--- config.mk ---
export PLATFORM = sky130hd
export DESIGN_NAME = feature_min_max_scaler_core_flat
export DESIGN_NICKNAME = d
export VERILOG_FILES = /design/src/mmscl_pkg.sv /design/src/mmscl_req_if.sv /design/src/mmscl_rsp_if.sv /design/src/mmscl_ram.sv /design/src/mmscl_ctrl.sv /design/src/mmscl_dpath.sv /design/src/feature_min_max_scaler_core.sv /design/src/flat_wrapper.sv
export SDC_FILE = /design/constraint.sdc
export NUM_CORES = 2
export LEC_CHECK = 0
export ABC_AREA = 1
export BUFFER_PORTS_ARGS = -buffer_cell sky130_fd_sc_hd__buf_2
export CORE_ASPECT_RATIO = 1.5
export CORE_MARGIN = 2
export CORE_UTILIZATION = 55
export DETAILED_ROUTE_END_ITERATION = 16
export GPL_ROUTABILITY_DRIVEN = 0
export PLACE_DENSITY = 0.7
export SLEW_MARGIN = 20
export SYNTH_ARGS = -nofsm -noshare
export SYNTH_HDL_FRONTEND = slang
export SYNTH_HIERARCHICAL = 1
export SYNTH_SLANG_ARGS = --single-unit
--- constraint.sdc ---
create_clock -name clock -period 7.6 [get_ports clock]
set_input_delay 0 -clock clock [delete_from_list [all_inputs] [get_ports clock]]
set_output_delay 0 -clock clock [all_outputs]
set_load 0.01 [all_outputs]
--- src/mmscl_pkg.sv ---
// Shared types and constants of the min-max feature scaler.
`default_nettype none

package mmscl_pkg;

   // Fixed widths of the request and response fields.
   localparam int FI_W      = 6;
   localparam int SCALED_W  = 16;
   localparam int DIV_CNT_W = $clog2(SCALED_W);

   // Operation code of a request.
   localparam logic OP_OBSERVE = 1'b0;

   typedef enum logic [2:0] {
      ST_CLEAR,
      ST_IDLE,
      ST_READ,
      ST_EVAL,
      ST_DIVIDE,
      ST_OUTPUT
   } state_type;

   // Commands from the controller to the datapath.
   typedef struct packed {
      logic clear_wr;
      logic accept;
      logic update_wr;
      logic set_result;
      logic div_start;
      logic div_step;
      logic load_rsp;
   } cmd_type;

   // Status from the datapath to the controller.
   typedef struct packed {
      logic clear_last;
      logic is_observe;
      logic need_div;
      logic div_last;
      logic rsp_free;
   } sts_type;

endpackage

`default_nettype wire

--- src/mmscl_req_if.sv ---
// Request channel of the min-max feature scaler.
`default_nettype none

interface mmscl_req_if
   import mmscl_pkg::*;
#(
   parameter int VALUE_WIDTH = 16
);
   logic                   valid;
   logic                   ready;
   logic                   operation;
   logic [FI_W-1:0]        feature_index;
   logic [VALUE_WIDTH-1:0] value;

   modport source (output valid, operation, feature_index, value, input ready);
   modport sink   (input valid, operation, feature_index, value, output ready);
endinterface

`default_nettype wire

--- src/mmscl_rsp_if.sv ---
// Response channel of the min-max feature scaler.
`default_nettype none

interface mmscl_rsp_if
   import mmscl_pkg::*;
();
   logic                valid;
   logic                ready;
   logic [SCALED_W-1:0] scaled;
   logic                range_valid;
   logic                clipped;

   modport source (output valid, scaled, range_valid, clipped, input ready);
   modport sink   (input valid, scaled, range_valid, clipped, output ready);
endinterface

`default_nettype wire

--- src/mmscl_ram.sv ---
// Generic single-port-write, registered-read RAM.
`default_nettype none

module mmscl_ram #(
   parameter int WIDTH = 32,
   parameter int DEPTH = 64
) (
   input  wire logic                              clock,
   input  wire logic                              wr_en,
   input  wire logic [(DEPTH > 1 ? $clog2(DEPTH) : 1)-1:0] wr_addr,
   input  wire logic [WIDTH-1:0]                  wr_data,
   input  wire logic [(DEPTH > 1 ? $clog2(DEPTH) : 1)-1:0] rd_addr,
   output      logic [WIDTH-1:0]                  rd_data
);
   logic [WIDTH-1:0] mem_ff [DEPTH];
   logic [WIDTH-1:0] rd_data_ff;

   always_ff @(posedge clock) begin
      if (wr_en) begin
         mem_ff[wr_addr] <= wr_data;
      end
      rd_data_ff <= mem_ff[rd_addr];
   end

   assign rd_data = rd_data_ff;
endmodule

`default_nettype wire

--- src/mmscl_ctrl.sv ---
// Controller state machine of the min-max feature scaler.
`default_nettype none

module mmscl_ctrl
   import mmscl_pkg::*;
(
   input  wire logic    clock,
   input  wire logic    reset,
   input  wire logic    req_valid,
   output      logic    req_ready,
   input  wire sts_type sts,
   output      cmd_type cmd
);
   state_type state_ff;
   state_type state_in;

   always_ff @(posedge clock) begin
      if (reset) begin
         state_ff <= ST_CLEAR;
      end else begin
         state_ff <= state_in;
      end
   end

   always_comb begin
      state_in  = state_ff;
      cmd       = '0;
      req_ready = 1'b0;
      unique case (state_ff)
         ST_CLEAR: begin
            cmd.clear_wr = 1'b1;
            if (sts.clear_last) begin
               state_in = ST_IDLE;
            end
         end
         ST_IDLE: begin
            req_ready = 1'b1;
            if (req_valid) begin
               cmd.accept = 1'b1;
               state_in   = ST_READ;
            end
         end
         ST_READ: begin
            // The stored range arrives from the RAM at the end of this cycle.
            state_in = ST_EVAL;
         end
         ST_EVAL: begin
            if (sts.is_observe) begin
               cmd.update_wr = 1'b1;
               state_in      = ST_IDLE;
            end else if (sts.need_div) begin
               cmd.div_start = 1'b1;
               state_in      = ST_DIVIDE;
            end else begin
               cmd.set_result = 1'b1;
               state_in       = ST_OUTPUT;
            end
         end
         ST_DIVIDE: begin
            cmd.div_step = 1'b1;
            if (sts.div_last) begin
               state_in = ST_OUTPUT;
            end
         end
         ST_OUTPUT: begin
            if (sts.rsp_free) begin
               cmd.load_rsp = 1'b1;
               state_in     = ST_IDLE;
            end
         end
         default: begin
            state_in = ST_CLEAR;
         end
      endcase
   end
endmodule

`default_nettype wire

--- src/mmscl_dpath.sv ---
// Datapath of the min-max feature scaler: range store, compare logic and divider.
`default_nettype none

module mmscl_dpath
   import mmscl_pkg::*;
#(
   parameter int NUM_FEATURES = 64,
   parameter int VALUE_WIDTH  = 16
) (
   input  wire logic                   clock,
   input  wire logic                   reset,
   input  wire cmd_type                cmd,
   output      sts_type                sts,
   input  wire logic                   req_operation,
   input  wire logic [FI_W-1:0]        req_feature_index,
   input  wire logic [VALUE_WIDTH-1:0] req_value,
   input  wire logic                   rsp_ready,
   output      logic                   rsp_valid,
   output      logic [SCALED_W-1:0]    rsp_scaled,
   output      logic                   rsp_range_valid,
   output      logic                   rsp_clipped
);
   localparam int ADDR_W    = (NUM_FEATURES > 1) ? $clog2(NUM_FEATURES) : 1;
   localparam int IDX_EXT_W = (ADDR_W > FI_W) ? ADDR_W : FI_W;
   localparam int VW        = VALUE_WIDTH;
   localparam logic [VW-1:0] VAL_LARGEST  = {1'b0, {(VW-1){1'b1}}};
   localparam logic [VW-1:0] VAL_SMALLEST = {1'b1, {(VW-1){1'b0}}};

   // Latched request.
   logic            op_ff,  op_in;
   logic [FI_W-1:0] idx_ff, idx_in;
   logic [VW-1:0]   val_ff, val_in;

   // Divider and pending result.
   logic [SCALED_W-1:0]  quot_ff, quot_in;
   logic [VW-1:0]        rem_ff, rem_in;
   logic [VW-1:0]        den_ff, den_in;
   logic [DIV_CNT_W-1:0] div_cnt_ff, div_cnt_in;
   logic                 res_valid_ff, res_valid_in;
   logic                 res_clip_ff, res_clip_in;

   // Clearing pass address.
   logic [ADDR_W-1:0] clr_addr_ff, clr_addr_in;

   // Response register.
   logic                rsp_valid_ff, rsp_valid_in;
   logic [SCALED_W-1:0] rsp_scaled_ff, rsp_scaled_in;
   logic                rsp_range_valid_ff, rsp_range_valid_in;
   logic                rsp_clipped_ff, rsp_clipped_in;

   logic [IDX_EXT_W-1:0] idx_ext;
   logic [ADDR_W-1:0]    rd_addr;
   logic [ADDR_W-1:0]    wr_addr;
   logic                 wr_en;
   logic [2*VW-1:0]      wr_data;
   logic [2*VW-1:0]      rd_word;
   logic                 in_range;

   logic signed [VW-1:0] v_s;
   logic signed [VW-1:0] lo_s;
   logic signed [VW-1:0] hi_s;
   logic [VW:0]          diff_v;
   logic [VW:0]          span;
   logic [VW-1:0]        new_lo;
   logic [VW-1:0]        new_hi;

   logic [SCALED_W-1:0] direct_scaled;
   logic                direct_valid;
   logic                direct_clip;
   logic                need_div;

   logic [VW:0] rem2;
   logic [VW:0] rem_sub;
   logic        q_bit;

   // Each entry holds the maximum in the upper half and the minimum in the lower.
   mmscl_ram #(
      .WIDTH (2*VW),
      .DEPTH (NUM_FEATURES)
   ) u_range_ram (
      .clock   (clock),
      .wr_en   (wr_en),
      .wr_addr (wr_addr),
      .wr_data (wr_data),
      .rd_addr (rd_addr),
      .rd_data (rd_word)
   );

   assign idx_ext  = IDX_EXT_W'(idx_ff);
   assign rd_addr  = idx_ext[ADDR_W-1:0];
   assign in_range = 32'(idx_ff) < 32'(NUM_FEATURES);

   assign v_s  = val_ff;
   assign lo_s = rd_word[VW-1:0];
   assign hi_s = rd_word[2*VW-1:VW];

   assign diff_v = {val_ff[VW-1], val_ff} - {lo_s[VW-1], lo_s};
   assign span   = {hi_s[VW-1], hi_s} - {lo_s[VW-1], lo_s};

   assign new_lo = (v_s < lo_s) ? val_ff : lo_s;
   assign new_hi = (v_s > hi_s) ? val_ff : hi_s;

   assign wr_en   = cmd.clear_wr || (cmd.update_wr && in_range);
   assign wr_addr = cmd.clear_wr ? clr_addr_ff : rd_addr;
   assign wr_data = cmd.clear_wr ? {VAL_SMALLEST, VAL_LARGEST} : {new_hi, new_lo};

   // Results that need no division; an index beyond the store reads as a constant feature.
   always_comb begin
      direct_scaled = '0;
      direct_valid  = 1'b0;
      direct_clip   = 1'b0;
      need_div      = 1'b0;
      if (in_range && (lo_s < hi_s)) begin
         direct_valid = 1'b1;
         if (v_s < lo_s) begin
            direct_clip = 1'b1;
         end else if (v_s > hi_s) begin
            direct_scaled = '1;
            direct_clip   = 1'b1;
         end else if (v_s == hi_s) begin
            // The exact quotient is one whole, which saturates without clipping.
            direct_scaled = '1;
         end else begin
            need_div = 1'b1;
         end
      end
   end

   // One restoring step per cycle; the remainder always stays below the divisor.
   assign rem2    = {rem_ff, 1'b0};
   assign rem_sub = rem2 - {1'b0, den_ff};
   assign q_bit   = rem2 >= {1'b0, den_ff};

   always_comb begin
      op_in  = op_ff;
      idx_in = idx_ff;
      val_in = val_ff;
      if (cmd.accept) begin
         op_in  = req_operation;
         idx_in = req_feature_index;
         val_in = req_value;
      end

      quot_in      = quot_ff;
      rem_in       = rem_ff;
      den_in       = den_ff;
      div_cnt_in   = div_cnt_ff;
      res_valid_in = res_valid_ff;
      res_clip_in  = res_clip_ff;
      if (cmd.set_result) begin
         quot_in      = direct_scaled;
         res_valid_in = direct_valid;
         res_clip_in  = direct_clip;
      end else if (cmd.div_start) begin
         quot_in      = '0;
         rem_in       = diff_v[VW-1:0];
         den_in       = span[VW-1:0];
         div_cnt_in   = '0;
         res_valid_in = 1'b1;
         res_clip_in  = 1'b0;
      end else if (cmd.div_step) begin
         quot_in    = {quot_ff[SCALED_W-2:0], q_bit};
         rem_in     = q_bit ? rem_sub[VW-1:0] : rem2[VW-1:0];
         div_cnt_in = div_cnt_ff + 1'b1;
      end

      clr_addr_in = clr_addr_ff;
      if (cmd.clear_wr) begin
         clr_addr_in = clr_addr_ff + 1'b1;
      end

      rsp_valid_in       = rsp_valid_ff;
      rsp_scaled_in      = rsp_scaled_ff;
      rsp_range_valid_in = rsp_range_valid_ff;
      rsp_clipped_in     = rsp_clipped_ff;
      if (cmd.load_rsp) begin
         rsp_valid_in       = 1'b1;
         rsp_scaled_in      = quot_ff;
         rsp_range_valid_in = res_valid_ff;
         rsp_clipped_in     = res_clip_ff;
      end else if (rsp_ready) begin
         rsp_valid_in = 1'b0;
      end
   end

   always_ff @(posedge clock) begin
      if (reset) begin
         div_cnt_ff   <= '0;
         clr_addr_ff  <= '0;
         rsp_valid_ff <= 1'b0;
      end else begin
         div_cnt_ff   <= div_cnt_in;
         clr_addr_ff  <= clr_addr_in;
         rsp_valid_ff <= rsp_valid_in;
      end
   end

   always_ff @(posedge clock) begin
      op_ff              <= op_in;
      idx_ff             <= idx_in;
      val_ff             <= val_in;
      quot_ff            <= quot_in;
      rem_ff             <= rem_in;
      den_ff             <= den_in;
      res_valid_ff       <= res_valid_in;
      res_clip_ff        <= res_clip_in;
      rsp_scaled_ff      <= rsp_scaled_in;
      rsp_range_valid_ff <= rsp_range_valid_in;
      rsp_clipped_ff     <= rsp_clipped_in;
   end

   assign sts.clear_last = clr_addr_ff == ADDR_W'(NUM_FEATURES - 1);
   assign sts.is_observe = op_ff == OP_OBSERVE;
   assign sts.need_div   = need_div;
   assign sts.div_last   = div_cnt_ff == DIV_CNT_W'(SCALED_W - 1);
   assign sts.rsp_free   = !rsp_valid_ff || rsp_ready;

   assign rsp_valid       = rsp_valid_ff;
   assign rsp_scaled      = rsp_scaled_ff;
   assign rsp_range_valid = rsp_range_valid_ff;
   assign rsp_clipped     = rsp_clipped_ff;
endmodule

`default_nettype wire

--- src/feature_min_max_scaler_core.sv ---
// Top level of the min-max feature scaler.
// Observe: the range is read and updated. Normalise: the range is read and compared,
// then the value is divided in 16 radix-2 steps unless clipped, at the maximum or of a
// constant feature; the result is loaded once the response register is free. The next
// request is taken in the cycle after the update or the load.
// Synchronous reset clears all NUM_FEATURES entries in a pass with req ready low.
`default_nettype none

module feature_min_max_scaler_core
   import mmscl_pkg::*;
#(
   parameter int NUM_FEATURES = 64,
   parameter int VALUE_WIDTH  = 16
) (
   input  wire logic  clock,
   input  wire logic  reset,
   mmscl_req_if.sink   req_chan,
   mmscl_rsp_if.source rsp_chan
);
   cmd_type cmd;
   sts_type sts;
   logic    req_ready;

   mmscl_ctrl u_ctrl (
      .clock     (clock),
      .reset     (reset),
      .req_valid (req_chan.valid),
      .req_ready (req_ready),
      .sts       (sts),
      .cmd       (cmd)
   );

   mmscl_dpath #(
      .NUM_FEATURES (NUM_FEATURES),
      .VALUE_WIDTH  (VALUE_WIDTH)
   ) u_dpath (
      .clock             (clock),
      .reset             (reset),
      .cmd               (cmd),
      .sts               (sts),
      .req_operation     (req_chan.operation),
      .req_feature_index (req_chan.feature_index),
      .req_value         (req_chan.value),
      .rsp_ready         (rsp_chan.ready),
      .rsp_valid         (rsp_chan.valid),
      .rsp_scaled        (rsp_chan.scaled),
      .rsp_range_valid   (rsp_chan.range_valid),
      .rsp_clipped       (rsp_chan.clipped)
   );

   assign req_chan.ready = req_ready;
endmodule

`default_nettype wire
--- src/flat_wrapper.sv ---
// flat-port wrapper written by rule: the top's interface ports become plain ports
module feature_min_max_scaler_core_flat import mmscl_pkg::*;
#(
   parameter int NUM_FEATURES = 64,
   parameter int VALUE_WIDTH  = 16
)
  (clock, reset, req_chan_valid, req_chan_operation, req_chan_feature_index, req_chan_value, req_chan_ready, rsp_chan_valid, rsp_chan_scaled, rsp_chan_range_valid, rsp_chan_clipped, rsp_chan_ready);
  mmscl_req_if #(.VALUE_WIDTH(VALUE_WIDTH)) req_chan_i ();
  mmscl_rsp_if rsp_chan_i ();
  input  wire logic clock;
  input  wire logic reset;
  input wire logic [$bits(req_chan_i.valid)-1:0] req_chan_valid;
  input wire logic [$bits(req_chan_i.operation)-1:0] req_chan_operation;
  input wire logic [$bits(req_chan_i.feature_index)-1:0] req_chan_feature_index;
  input wire logic [$bits(req_chan_i.value)-1:0] req_chan_value;
  output wire logic [$bits(req_chan_i.ready)-1:0] req_chan_ready;
  output wire logic [$bits(rsp_chan_i.valid)-1:0] rsp_chan_valid;
  output wire logic [$bits(rsp_chan_i.scaled)-1:0] rsp_chan_scaled;
  output wire logic [$bits(rsp_chan_i.range_valid)-1:0] rsp_chan_range_valid;
  output wire logic [$bits(rsp_chan_i.clipped)-1:0] rsp_chan_clipped;
  input wire logic [$bits(rsp_chan_i.ready)-1:0] rsp_chan_ready;
  assign req_chan_i.valid = req_chan_valid;
  assign req_chan_i.operation = req_chan_operation;
  assign req_chan_i.feature_index = req_chan_feature_index;
  assign req_chan_i.value = req_chan_value;
  assign req_chan_ready = req_chan_i.ready;
  assign rsp_chan_valid = rsp_chan_i.valid;
  assign rsp_chan_scaled = rsp_chan_i.scaled;
  assign rsp_chan_range_valid = rsp_chan_i.range_valid;
  assign rsp_chan_clipped = rsp_chan_i.clipped;
  assign rsp_chan_i.ready = rsp_chan_ready;
  feature_min_max_scaler_core #(.NUM_FEATURES(NUM_FEATURES), .VALUE_WIDTH(VALUE_WIDTH)) u_core (.clock(clock), .reset(reset), .req_chan(req_chan_i), .rsp_chan(rsp_chan_i));
endmodule
==> flow_summary_export.csv <==
group,metric,value,unit
clocking,cts_resized,0,
global_route,grt_max_degree,228,
worst_setup_path,crit_path_frequent_cell,"inv_1",
clocking,clkTransAtPathRegs,0.06,ns
sta,fin_setup_tns,0,ns
worst_setup_path,arrival,5.47,ns
global_route,grt_pass1_vias,58590,
sta,tightest_slew,1.35,ns
hold_path,holdPathStages,3,
layout,layout.nets,7878,
routing,firstDrtPassIters,8,
global_route,grt_pass1_wl,363000,um
placed_design,numPortBuffers,46,
floorplanning,die_h,502,um
power,power.total,0.0271,W
layout,drive_gt1_frac,0.0792,
hold_path,whs_endpoint,"u_core/u_dpath/clr_addr_ff[0]",
clocking,cts.sinks,2185,
layout,syn_to_final_growth,9.76,%
synthesis,syn_avg_cell_area,11.6,um2
synthesis,async_flop_share,0,
worst_setup_path,critPathRequiredTime,8.06,ns
power,power_per_cell_area,272,nW/um2
routing,avgRoutedWirePerCell,24.4,um
placed_design,place_hpwl,132000,um
sta,slew_headroom,0.102,
hold_path,worstHoldPathType,"primary input to flop",
synthesis,synth_fp_nets,7917,
floorplanning,pin_count,47,
sta,min_period,5.01,ns
sta,hold_viol,0,
worst_setup_path,cp_cell_sequence,"nor2_2 -> inv_1 -> nor2_1 -> buf_4 -> inv_1 -> buf_4 -> o21ai_1 -> inv_1 -> nand4_1 -> nor2_4",
clocking,cts_made_buffers,185,
synthesis,ys_seq_area_frac,0.717,
worst_setup_path,cp_num_buf_inv,5,
layout,post-route-util,0.608,
floorplanning,start_util,0.554,
floorplanning,row_count,182,
synthesis,synth_edf_count,2139,
synthesis,synthFlopType,"edfxtp_1",
clocking,h-tree-depth,4,
global_route,gr-total-overflow,0,
sta,report.final.slew_viol_count,0,
synthesis,netlist_instances,7821,
worst_setup_path,critPathSlowestCell,"nor2_4",
synthesis,yosysWarnings,6,
power,ir_drop,0.204,mV
worst_setup_path,slowest_delay,1.30,ns
routing,antenna_left,0,
global_route,antenna_found_initial,7,
power,p_leak,35.9,nW
synthesis,yosysUniqueCellTypes,43,
job,cap_violations,0,
worst_setup_path,rr_worst_depth,10,
floorplanning,die_area,169000,um2
clocking,cts_tree,"done",
worst_setup_path,end_kind,"flop",
floorplanning,fp.dieW,336,um
global_route,grt_usage,0.290,
sta,setup_viol,0,
floorplanning,coreArea,164000,um2
sta,grt_setup_unrepaired,"false",
clocking,clock_latency,0.85,ns
worst_setup_path,r2r_end,"u_core/u_dpath/u_range_ram/mem_ff[41][13]",
clocking,cts_setup_buffers,0,
routing,drc_errors,0,
layout,nFillCells,12381,
clocking,cts-root-buf,"clkbuf_16",
sta,finClkSkew,0.0282,ns
hold_path,hp-start,"reset",
worst_setup_path,cp-startpoint,"u_core/u_ctrl/state_ff[1]",
worst_setup_path,start_kind,"flop",
worst_setup_path,rrSetupSlack,2.59,ns
clocking,cts_buffer_depth,3,
routing,num_vias,61099,
synthesis,synth_seq_cells,2185,
routing,drt-total-wl,246000,um
worst_setup_path,critical_path.top_delay_family,"simple AND/OR/NAND/NOR gates",
status,status,"finished, final reports clean",
worst_setup_path,cp_max_fo,41,
routing,drtIter0Drc,7745,
routing,vias_per_cell,6.08,
worst_setup_path,worstSetupPathType,"flop to flop",
synthesis,synthesis.area,90900,um2
sta,layout_worst_path_cycle_share,0.659,
sta,fmax,200,MHz
worst_setup_path,regToRegStartpoint,"u_core/u_ctrl/state_ff[1]",
[worst max path at each step]
stage | endpoint | slack (ns) | cells after the start
after floorplan | u_core/u_dpath/u_range_ram/mem_ff[48][0] | 2.12 | 9
after global placement | u_core/u_dpath/u_range_ram/mem_ff[47][17] | 2.60 | 9
after detailed placement | u_core/u_dpath/u_range_ram/mem_ff[4][18] | 2.47 | 10
after CTS | u_core/u_dpath/u_range_ram/mem_ff[45][2] | 2.41 | 9
after global routing | u_core/u_dpath/u_range_ram/mem_ff[25][25] | 2.47 | 11
final | u_core/u_dpath/u_range_ram/mem_ff[41][13] | 2.59 | 10
[logic make-up (layout without fill, tap and decap cells)]
| family | count (synthesis) | in the layout | synth area share |
|---|---|---|---|
| flip-flops | 2185 | 2185 | 0.717 |
| other | 0 | 4 | 0 |
| AO/OA/AOI/OAI | 108 | 108 | 0.00673 |
| buffers and inverters | 665 | 781 | 0.0344 |
| AND/OR/NAND/NOR | 4769 | 4769 | 0.230 |
| XOR/XNOR | 25 | 25 | 0.00241 |
| adder cells (fa/ha/maj) | 69 | 69 | 0.00975 |
[Yosys cell counts, types with 2 or more instances]
cell type	number	share of area
nand2_1	2531	0.10
edfxtp_1	2139	0.71
nand3_1	1993	0.11
buf_2	287	0.016
inv_1	180	0.0074
nor2_1	120	0.0050
clkbuf_1	85	0.0035
ha_1	66	0.0091
a21oi_1	51	0.0028
buf_4	48	0.0040
dfxtp_1	46	0.010
buf_1	41	0.0017
nand4_1	34	0.0023
o21ai_0	28	0.0015
nand2_2	21	0.0014
xor2_1	16	0.0015
nor3_1	15	0.00083
inv_2	14	0.00058
nand2_4	14	0.0017
nor4_1	9	0.00062
xnor2_1	9	0.00087
a21o_1	7	0.00058
a21oi_2	6	0.00058
buf_6	6	0.00074
nand3_2	6	0.00066
nor2_2	6	0.00041
a31oi_1	5	0.00034
nand3b_1	5	0.00041
nand3_4	4	0.00077
nor2_4	4	0.00050
o21bai_1	4	0.00033
fa_1	3	0.00066
or2_2	3	0.00021
a211oi_1	2	0.00017
buf_8	2	0.00033
nor3_2	2	0.00022
o21ai_1	2	0.00011
o21ai_2	2	0.00019
[worst register-to-register path, stage by stage (launching register included)]
cell and delay, ns:
dfxtp_1 0.46, nor2_2 0.11, inv_1 0.10, nor2_1 0.07, buf_4 0.21, inv_1 0.07
buf_4 0.45, o21ai_1 0.44, inv_1 0.37, nand4_1 1.02, nor2_4 1.30
[per-layer routing]
metal / up-vias / track usage / share of wire
met5: - / 0 / 0.00014
met4: 6 / 0.155 / 0.059
met3: 649 / 0.0496 / 0.096
met2: 3358 / 0.473 / 0.48
met1: 29659 / 0.372 / 0.37
li1: 27427 / - / -
[layout by cell type, fill, tap and decap left out, types with 5 or more instances in the layout]
| master | n |
|---|---|
| nor2_1 | 48 |
| xnor2_1 | 9 |
| nor2_4 | 76 |
| nor3_1 | 14 |
| xor2_1 | 16 |
| a21oi_1 | 50 |
| nand2_1 | 2531 |
| a21oi_2 | 6 |
| inv_1 | 178 |
| buf_4 | 130 |
| inv_2 | 13 |
| buf_12 | 15 |
| dfxtp_1 | 46 |
| nand3_1 | 1977 |
| clkbuf_16 | 185 |
| ha_1 | 66 |
| clkinv_8 | 7 |
| nor2_2 | 6 |
| edfxtp_1 | 2139 |
| a31oi_1 | 5 |
| clkinv_1 | 42 |
| bufinv_16 | 14 |
| nor4_2 | 8 |
| inv_6 | 8 |
| o21ai_0 | 27 |
| buf_2 | 46 |
| clkbuf_1 | 48 |
| clkinvlp_4 | 6 |
| a21o_1 | 7 |
| clkinv_2 | 29 |
| nand4_1 | 34 |
| nand3_2 | 22 |
| nand2_4 | 14 |
| nand2_2 | 21 |
| dlygate4sd3_1 | 51 |
| nand3b_1 | 5 |
[flip-flops by register name, summed over array words and instances (netlist names)]
| name | count |
|---|---|
| u_core/u_ctrl/state_ff | 3 |
| u_core/u_dpath/idx_ext | 6 |
| u_core/u_dpath/res_valid_ff | 1 |
| u_core/u_dpath/rsp_clipped | 1 |
| u_core/u_dpath/u_range_ram/mem_ff | 2048 |
| u_core/u_dpath/res_clip_ff | 1 |
| u_core/u_dpath/op_ff | 1 |
| u_core/u_dpath/div_cnt_ff | 4 |
| u_core/u_dpath/u_range_ram/rd_data | 32 |
| u_core/u_dpath/v_s | 16 |
| u_core/u_dpath/clr_addr_ff | 6 |
| u_core/u_dpath/rsp_valid | 1 |
| u_core/u_dpath/den_ff | 16 |
| u_core/u_dpath/rem_ff | 16 |
| u_core/u_dpath/quot_ff | 16 |
| u_core/u_dpath/rsp_scaled | 16 |
| u_core/u_dpath/rsp_range_valid | 1 |
[per-stage QoR]
stage                     hold WS [ns]  cells  instance area (um2)  worst slack, ns
final                            0.103  10057                99700             2.59
after detailed placement         0.179   9656                93300             2.47
after global routing            0.0756  10054                99700             2.47
after floorplan                 0.0691   7821                90900             2.12
after CTS                       0.0498  10049                99600             2.41
after global placement           0.181   9655                93300             2.60
[power breakdown]
group          total [W]  internal, W  switching (W)
Sequential        0.0143       0.0142       0.000121
Clock            0.00923      0.00499        0.00424
Combinational    0.00356     0.000744        0.00281
[layout make-up]
type	instances	area, um2	share of cell area
flip-flops and latches	2185	65200	0.653
diodes	4	10.0	0.000100
repair buffers	244	2060	0.0207
inverters	195	768	0.00770
multi-input cells	4971	23300	0.233
clock buffers	234	4820	0.0484
clock inverters	108	991	0.00994
well taps	2116	2650	0.0265
[timing repair]
action                                 in CTS  in global routing
setup endpoints to repair                   0                  0
endpoints found under the hold margin      76                  0
hold buffers                               51                  0
No activity file was read; power rests on OpenSTA's default activity.
